[src/lcmdiv_pkg.sv]
// Package with the widths and sequencer state codes of the set multiple unit.
`timescale 1ns / 1ps
package lcmdiv_pkg;
  localparam int VALUE_W     = 16;
  localparam int MAX_MEMBERS = 16;
  localparam int MEM_AW      = $clog2(MAX_MEMBERS);
  localparam int CNT_W       = $clog2(MAX_MEMBERS + 1);
  localparam int PROD_W      = 32;
  localparam int MUL_W       = PROD_W + VALUE_W;
  localparam int DIV_STEPS   = PROD_W;
  localparam int STEP_W      = $clog2(DIV_STEPS);

  typedef logic [2:0] state_t;

  localparam state_t S_LOAD  = 3'd0;
  localparam state_t S_RD    = 3'd1;
  localparam state_t S_RDW   = 3'd2;
  localparam state_t S_GSTEP = 3'd3;
  localparam state_t S_DIV   = 3'd4;
  localparam state_t S_MUL   = 3'd5;
  localparam state_t S_ACC   = 3'd6;
  localparam state_t S_DONE  = 3'd7;
endpackage

[src/lcmdiv_ram.sv]
// Generic single-port-write, registered-read RAM.
`timescale 1ns / 1ps
module lcmdiv_ram #(
  parameter int WIDTH = 16,
  parameter int DEPTH = 16
) (
  input  logic                     clk,
  input  logic                     we,
  input  logic [$clog2(DEPTH)-1:0] waddr,
  input  logic [WIDTH-1:0]         wdata,
  input  logic [$clog2(DEPTH)-1:0] raddr,
  output logic [WIDTH-1:0]         rdata
);
  logic [WIDTH-1:0] mem [DEPTH];
  logic [WIDTH-1:0] rdata_r;

  always_ff @(posedge clk) begin
    if (we) begin
      mem[waddr] <= wdata;
    end
    rdata_r <= mem[raddr];
  end

  assign rdata = rdata_r;
endmodule

[src/lcm_of_set_by_division_unit.sv]
// Sequencing: members load at one word per cycle while in_tready is high; after the last word
// each stored member runs its Euclid steps and a division by the gcd, all on one shared
// 32-step restoring divider. A set holding a zero, or a saturated product, ends early.
// Throughput: one set at a time; no input is taken from the last member until the result
// is in the output register, which may still be waiting while the next set loads.
// Reset: synchronous active-low rst_n clears the sequencer, the counts and the output valid.
`timescale 1ns / 1ps
module lcm_of_set_by_division_unit (
  input  logic        clk,
  input  logic        rst_n,
  input  logic        in_tvalid,
  output logic        in_tready,
  input  logic [15:0] in_tdata,   // [15:0] value
  input  logic        in_tlast,
  output logic        out_tvalid,
  input  logic        out_tready,
  output logic [31:0] out_tdata,  // [31:0] multiple
  output logic        out_tuser   // [0] overflow
);
  localparam int VW = lcmdiv_pkg::VALUE_W;
  localparam int PW = lcmdiv_pkg::PROD_W;
  localparam int MW = lcmdiv_pkg::MUL_W;
  localparam int AW = lcmdiv_pkg::MEM_AW;
  localparam int CW = lcmdiv_pkg::CNT_W;
  localparam int SW = lcmdiv_pkg::STEP_W;

  lcmdiv_pkg::state_t state_r, state_nxt;
  logic [CW-1:0] count_r, count_nxt;
  logic          zero_r, zero_nxt;
  logic [AW-1:0] idx_r, idx_nxt;
  logic [PW-1:0] acc_r, acc_nxt;
  logic          ovf_r, ovf_nxt;
  logic [VW-1:0] member_r, member_nxt;
  logic [PW-1:0] a_r, a_nxt;
  logic [VW-1:0] b_r, b_nxt;
  logic          quot_r, quot_nxt;
  logic [PW-1:0] quo_r, quo_nxt;
  logic [VW-1:0] rem_r, rem_nxt;
  logic [VW-1:0] dvs_r, dvs_nxt;
  logic [SW-1:0] step_r, step_nxt;
  logic [MW-1:0] prod_r, prod_nxt;
  logic          out_valid_r, out_valid_nxt;
  logic [PW-1:0] out_data_r, out_data_nxt;
  logic          out_ovf_r, out_ovf_nxt;

  logic          in_fire;
  logic          store_ok;
  logic          zero_now;
  logic [VW-1:0] rd_data;
  logic [VW:0]   trial;
  logic [VW:0]   diff;
  logic          fits;
  logic          last_member;
  logic          out_free;

  assign in_tready   = (state_r == lcmdiv_pkg::S_LOAD);
  assign in_fire     = in_tvalid && in_tready;
  assign store_ok    = (count_r < CW'(lcmdiv_pkg::MAX_MEMBERS));
  assign zero_now    = zero_r || (store_ok && (in_tdata == '0));
  assign trial       = {rem_r, quo_r[PW-1]};
  assign diff        = trial - {1'b0, dvs_r};
  assign fits        = (trial >= {1'b0, dvs_r});
  assign last_member = ((CW'(idx_r) + CW'(1)) == count_r);
  assign out_free    = !out_valid_r || out_tready;

  lcmdiv_ram #(
    .WIDTH(VW),
    .DEPTH(lcmdiv_pkg::MAX_MEMBERS)
  ) u_store (
    .clk  (clk),
    .we   (in_fire && store_ok),
    .waddr(count_r[AW-1:0]),
    .wdata(in_tdata),
    .raddr(idx_r),
    .rdata(rd_data)
  );

  always_comb begin
    state_nxt     = state_r;
    count_nxt     = count_r;
    zero_nxt      = zero_r;
    idx_nxt       = idx_r;
    acc_nxt       = acc_r;
    ovf_nxt       = ovf_r;
    member_nxt    = member_r;
    a_nxt         = a_r;
    b_nxt         = b_r;
    quot_nxt      = quot_r;
    quo_nxt       = quo_r;
    rem_nxt       = rem_r;
    dvs_nxt       = dvs_r;
    step_nxt      = step_r;
    prod_nxt      = prod_r;
    out_valid_nxt = out_valid_r && !out_tready;
    out_data_nxt  = out_data_r;
    out_ovf_nxt   = out_ovf_r;

    case (state_r)
      lcmdiv_pkg::S_LOAD: begin
        if (in_fire) begin
          if (store_ok) begin
            count_nxt = count_r + CW'(1);
          end
          zero_nxt = zero_now;
          if (in_tlast) begin
            idx_nxt = '0;
            ovf_nxt = 1'b0;
            if (zero_now) begin
              acc_nxt   = '0;
              state_nxt = lcmdiv_pkg::S_DONE;
            end else begin
              acc_nxt   = PW'(1);
              state_nxt = lcmdiv_pkg::S_RD;
            end
          end
        end
      end
      lcmdiv_pkg::S_RD: begin
        state_nxt = lcmdiv_pkg::S_RDW;
      end
      lcmdiv_pkg::S_RDW: begin
        member_nxt = rd_data;
        a_nxt      = acc_r;
        b_nxt      = rd_data;
        state_nxt  = lcmdiv_pkg::S_GSTEP;
      end
      lcmdiv_pkg::S_GSTEP: begin
        rem_nxt   = '0;
        step_nxt  = '0;
        state_nxt = lcmdiv_pkg::S_DIV;
        if (b_r == '0) begin
          quot_nxt = 1'b1;
          quo_nxt  = PW'(member_r);
          dvs_nxt  = a_r[VW-1:0];
        end else begin
          quot_nxt = 1'b0;
          quo_nxt  = a_r;
          dvs_nxt  = b_r;
        end
      end
      lcmdiv_pkg::S_DIV: begin
        quo_nxt  = {quo_r[PW-2:0], fits};
        rem_nxt  = fits ? diff[VW-1:0] : trial[VW-1:0];
        step_nxt = step_r + SW'(1);
        if (step_r == SW'(lcmdiv_pkg::DIV_STEPS - 1)) begin
          if (quot_r) begin
            state_nxt = lcmdiv_pkg::S_MUL;
          end else begin
            a_nxt     = PW'(b_r);
            b_nxt     = fits ? diff[VW-1:0] : trial[VW-1:0];
            state_nxt = lcmdiv_pkg::S_GSTEP;
          end
        end
      end
      lcmdiv_pkg::S_MUL: begin
        prod_nxt  = MW'(acc_r) * MW'(quo_r[VW-1:0]);
        state_nxt = lcmdiv_pkg::S_ACC;
      end
      lcmdiv_pkg::S_ACC: begin
        if (prod_r[MW-1:PW] != '0) begin
          acc_nxt   = '1;
          ovf_nxt   = 1'b1;
          state_nxt = lcmdiv_pkg::S_DONE;
        end else begin
          acc_nxt = prod_r[PW-1:0];
          if (last_member) begin
            state_nxt = lcmdiv_pkg::S_DONE;
          end else begin
            idx_nxt   = idx_r + AW'(1);
            state_nxt = lcmdiv_pkg::S_RD;
          end
        end
      end
      lcmdiv_pkg::S_DONE: begin
        if (out_free) begin
          out_valid_nxt = 1'b1;
          out_data_nxt  = acc_r;
          out_ovf_nxt   = ovf_r;
          count_nxt     = '0;
          zero_nxt      = 1'b0;
          state_nxt     = lcmdiv_pkg::S_LOAD;
        end
      end
      default: begin
        state_nxt = lcmdiv_pkg::S_LOAD;
      end
    endcase
  end

  always_ff @(posedge clk) begin
    if (!rst_n) begin
      state_r     <= lcmdiv_pkg::S_LOAD;
      count_r     <= '0;
      zero_r      <= 1'b0;
      idx_r       <= '0;
      ovf_r       <= 1'b0;
      quot_r      <= 1'b0;
      step_r      <= '0;
      out_valid_r <= 1'b0;
    end else begin
      state_r     <= state_nxt;
      count_r     <= count_nxt;
      zero_r      <= zero_nxt;
      idx_r       <= idx_nxt;
      ovf_r       <= ovf_nxt;
      quot_r      <= quot_nxt;
      step_r      <= step_nxt;
      out_valid_r <= out_valid_nxt;
    end
  end

  always_ff @(posedge clk) begin
    acc_r      <= acc_nxt;
    member_r   <= member_nxt;
    a_r        <= a_nxt;
    b_r        <= b_nxt;
    quo_r      <= quo_nxt;
    rem_r      <= rem_nxt;
    dvs_r      <= dvs_nxt;
    prod_r     <= prod_nxt;
    out_data_r <= out_data_nxt;
    out_ovf_r  <= out_ovf_nxt;
  end

  assign out_tvalid = out_valid_r;
  assign out_tdata  = out_data_r;
  assign out_tuser  = out_ovf_r;

`ifndef SYNTHESIS
  // A saturated word always carries the all-ones multiple.
  a_ovf_sat: assert property (@(posedge clk) disable iff (!rst_n)
    out_tvalid && out_tuser |-> out_tdata == '1)
    else $error("overflow word without saturated multiple");

  // The shared divider never runs with a zero divisor.
  a_div_nonzero: assert property (@(posedge clk) disable iff (!rst_n)
    state_r == lcmdiv_pkg::S_DIV |-> dvs_r != '0)
    else $error("divider started with zero divisor");

  // The member count never passes the store depth.
  a_count_bound: assert property (@(posedge clk) disable iff (!rst_n)
    count_r <= CW'(lcmdiv_pkg::MAX_MEMBERS))
    else $error("member count beyond store depth");

  // The word that closes a set stops the input side.
  a_last_stalls: assert property (@(posedge clk) disable iff (!rst_n)
    in_tvalid && in_tready && in_tlast |=> !in_tready)
    else $error("input taken after closing word");
`endif
endmodule

[config.mk]
export PLATFORM = sky130hd
export DESIGN_NAME = lcm_of_set_by_division_unit
export DESIGN_NICKNAME = d
export VERILOG_FILES = /design/src/lcmdiv_pkg.sv /design/src/lcmdiv_ram.sv /design/src/lcm_of_set_by_division_unit.sv
export SDC_FILE = /design/constraint.sdc
export NUM_CORES = 2
export LEC_CHECK = 0
export BUFFER_PORTS_ARGS = -buffer_cell sky130_fd_sc_hd__clkbuf_2
export CAP_MARGIN = 25
export CORE_ASPECT_RATIO = 0.8
export CORE_MARGIN = 3
export CORE_UTILIZATION = 45
export CTS_CLUSTER_DIAMETER = 50
export DETAILED_ROUTE_END_ITERATION = 10
export MAX_ROUTING_LAYER = met4
export PLACE_DENSITY = 0.64
export SLEW_MARGIN = 20
export SYNTH_ARGS = -nofsm -noshare
export SYNTH_HDL_FRONTEND = slang
export SYNTH_HIERARCHICAL = 1
export SYNTH_SLANG_ARGS = --single-unit
[constraint.sdc]
create_clock -name clk -period 9.1 [get_ports clk]
set_input_delay 0.91 -clock clk [delete_from_list [all_inputs] [get_ports clk]]
set_output_delay 0.91 -clock clk [all_outputs]
set_load 0.01 [all_outputs]
==> reports/qor.csv <==
stage;metric;value;unit
sta;final number of max-transition violations;0;
sta;final number of hold-violating endpoints;0;
sta;sum of negative setup slack;0;ns
sta;Max Freq;133;MHz
sta;number of setup violations in the final report;0;
worst_setup_path;arrival time at the worst endpoint;7.92;ns
global_route;vias in the first global route;23800;
cells_and_area;number of antenna diodes;0;
logic_synthesis;library cell occupying the most area in the post-synthesis netlist;edfxtp_1;
global_route;remaining global-route overflow;0;
sta;post-route minimum period;7.54;ns
flow_run;max-capacitance violation count;0;
clock_network;clock root buffer master;clkbuf_16;
cells_and_area;post-synthesis to final-layout area growth;10.1;%
route;final wirelength;87900;um
logic_synthesis;post-synthesis xor/xnor area fraction;1.55;%
cells_and_area;final layout net count;3710;
logic_synthesis;cell types occupying the most area after synthesis;edfxtp_1 (41%), fa_1 (23%), nand2_1 (4.8%);
clock_network;CTS-repair resized insts;0;
floorplanning;width of the die;326;um
logic_synthesis;register area share after synthesis;42.6;%
global_route;number of antenna violations at the first check in global routing;2;
logic_synthesis;post-synthesis cell count;3088;
worst_setup_path;worst reg2reg startpoint;quo_r[2];
route;average wire per cell in the routed design;20.6;um
clock_network;TritonCTS Buffers;59;
floorplanning;die outline area;85200;sq um
global_route;maximum number of pins on one net before global-route repair;73;
logic_synthesis;post-synthesis net count;3668;
global_route;layer carrying the most global-route usage;met1;
sta;Max-Slew Margin vs Limit;27.1;%
route;DRC Markers;0;
route;DRC violation total after the first TritonRoute iteration;1881;
global_route;met2 usage in global routing;31.7;%
logic_synthesis;combined area of all synthesized cells;36800;sq um
logic_synthesis;count of different cell masters after synthesis;69;
min_path;worst hold path class;flip-flop to flip-flop;
sta;transition time at the pin with the least slew margin;1.09;ns
worst_setup_path;number of cells on the worst reg-to-reg path;22;
floorplanning;die span in y;262;um
global_route;global routing usage on met1;32.4;%
worst_setup_path;Slowest Stage Delay on Critical Path;1.07;ns
worst_setup_path;type of element launching the critical path;flip-flop;
worst_setup_path;FF-to-FF End;prod_r[40];
worst_setup_path;Worst setup EP type;flip-flop;
logic_synthesis;yosys warns;6;
clock_network;number of buffers inserted to repair setup after CTS;0;
sta;final worst path period share;82.8;%
floorplanning;total core area;80800;sq um
logic_synthesis;share of synthesized registers carrying an async set or reset;0;%
clock_network;Max Buffers Root-to-Sink;3;
route;number of antenna-violating nets in the routed design;0;
worst_setup_path;critical path data required time;9.49;ns
logic_synthesis;fraction of the mapped netlist area in compound gates;5.37;%
logic_synthesis;adder-cell area share of the yosys netlist;27.6;%
global_route;overall routing resource usage;21.9;%
route;via count;22800;
cells_and_area;ratio of cells with drive above 1 in the final layout;10.2;%
logic_synthesis;Yosys reg bits;534;
logic_synthesis;Post-synth EDFFs;497;
floorplanning;Initial Util;45.5;%
worst_setup_path;top fanout value on the critical path;16;
cells_and_area;most common library cell in the layout ignoring fill and taps;edfxtp_1;
global_route;met3 Usage GRT;4.24;%
logic_synthesis;fraction of the mapped netlist area in simple logic gates;12.0;%
placement;placer congestion estimate;0.881;
clock_network;clock sink total;534;
placement;estimated wirelength of the detail-placed design;59200;um
worst_setup_path;slowest cell on the critical path;edfxtp_1;
logic_synthesis;Post-synth top flop;edfxtp_1;
floorplanning;Rows;93;
worst_setup_path;setup slack of the worst register-to-register path;1.56;ns
route;number of search-and-repair iterations in the first detailed-routing pass;5;
run_status;status;finished clean;
worst_setup_path;Critical path destination;prod_r[40];
cells_and_area;commonest non-fill, non-tap cells in the layout;edfxtp_1 (497), nand2_1 (467), inv_1 (460), fa_1 (419), and2_1 (233);
logic_synthesis;average cell area after synthesis;11.9;sq um
clock_network;hold buffer count at CTS;0;
global_route;wire length of the first global-routing pass;140000;um
logic_synthesis;area share of the leading cell type in the synthesized netlist;40.6;%
clock_network;clock-pin slew on the worst setup and hold paths;0.06;ns
clock_network;clock tree from TritonCTS;built;
route;drt via density;5.35;
worst_setup_path;most numerous cell on the critical path;fa_1;
logic_synthesis;multiplexer share of the synthesized area;4.59;%
clock_network;CTS H-tree lvls;2;
sta;unrepaired setup endpoints after global routing;false;
floorplanning;number of top-level pins;56;
cells_and_area;fillers;7174;
placement;Port-buffer cells;55;
sta;Fin Clk Skew;0.0388;ns
logic_synthesis;main combinational cell family by area after synthesis;adder cells;
worst_setup_path;Critical Setup Path Class;flip-flop to flip-flop;
worst_setup_path;CP Launch Point;quo_r[2];
clock_network;clock latency of the later-clocked register in the worst-skew pair;0.64;ns
worst_setup_path;chain of cells forming the critical path;buf_4, nand2_1, fa_1, fa_1, fa_1, inv_1, fa_1, fa_1, inv_1, fa_1, inv_1, ha_1, nand4_1, o22ai_1, a211oi_1, o21ai_2, a2111oi_4, o31ai_4, a311oi_2, o21ai_1, a21oi_1, xnor2_1;
==> how the worst min path moves through the flow <==
stage | startpoint | endpoint | cells after the start
6_report | u_store/rdata[0] | member_r[0] | 0
5_1_grt | u_store/rdata[0] | member_r[0] | 0
4_1_cts | u_store/rdata[0] | member_r[0] | 0
3_5_place_dp | u_store/rdata[0] | member_r[0] | 0
3_3_place_gp | u_store/rdata[1] | member_r[1] | 0
2_1_floorplan | u_store/rdata[0] | member_r[0] | 0
==> per-stage QoR <==
step | util, % | instance area, sq um | instances | hold slack, ns | worst slack [ns]
final | 50.2 | 40500 | 4271 | 0.417 | 1.56
after global routing | 50.2 | 40500 | 4271 | 0.422 | 1.26
after CTS | 50.0 | 40400 | 4263 | 0.402 | 1.59
after detailed placement | 47.6 | 38400 | 4153 | 0.419 | 1.62
after global placement | 47.5 | 38300 | 4149 | 0.415 | 1.69
after floorplan | - | 36800 | 3088 | 0.408 | 2.83
==> per-layer routing <==
layer,wire length (um),vias up
met2,37900,748
met4,1470,0
met3,7280,110
met5,0,-
li1,-,10200
met1,41200,11800
==> sequential cells by signal, summed over array words and instances (netlist names), 4 cells and up <==
register / count
u_store/mem: 256
prod_r: 48
a_r: 32
acc_r: 32
out_tdata: 32
quo_r: 32
b_r: 16
dvs_r: 16
member_r: 16
rem_r: 16
u_store/rdata: 16
count_r: 5
step_r: 5
idx_r: 4
==> synth_stat cells, types with 11 or more instances <==
cell	n
a21boi_0	11
a21o_1	56
a21oi_1	62
a22oi_1	34
and2_1	234
clkbuf_1	124
dfxtp_1	37
edfxtp_1	497
fa_1	419
ha_1	140
inv_1	462
mux2i_1	21
mux4_2	54
nand2_1	468
nand3_1	16
nor2_1	140
nor2b_1	12
nor3_1	13
nor4_1	12
o21ai_0	69
xnor2_1	41
xor2_1	24
==> worst max-delay path: cells and delay by family (launching register included) <==
family | cells | cell delay, ns
fa+ha+maj | 7 | 3.40
compound gates | 8 | 1.94
flops | 1 | 1.07
buf+inv | 4 | 0.50
simple gates | 2 | 0.25
xor+xnor | 1 | 0.08
==> cell type report <==
cell class	count	area [sq um]	share of cell area, %
clock buffer	73	1560	3.85
clock inverter	37	402	0.992
inverter	462	1730	4.28
multi-input combinational	1949	18900	46.6
sequential	534	15700	38.7
tap	1092	1370	3.37
timing repair buffer	124	896	2.21
==> cell families (layout without fill, tap and decap cells) <==
kind of cell / Yosys count / in the layout
mux: 85 / 85
simple gates: 948 / 948
compound gates: 292 / 292
fa+ha+maj: 559 / 559
xor+xnor: 65 / 65
flops: 534 / 534
buf+inv: 605 / 696
Power is left out: the tool's default activity adds up to more than one toggle a clock period on the data nets, which glitch-free logic cannot reach.
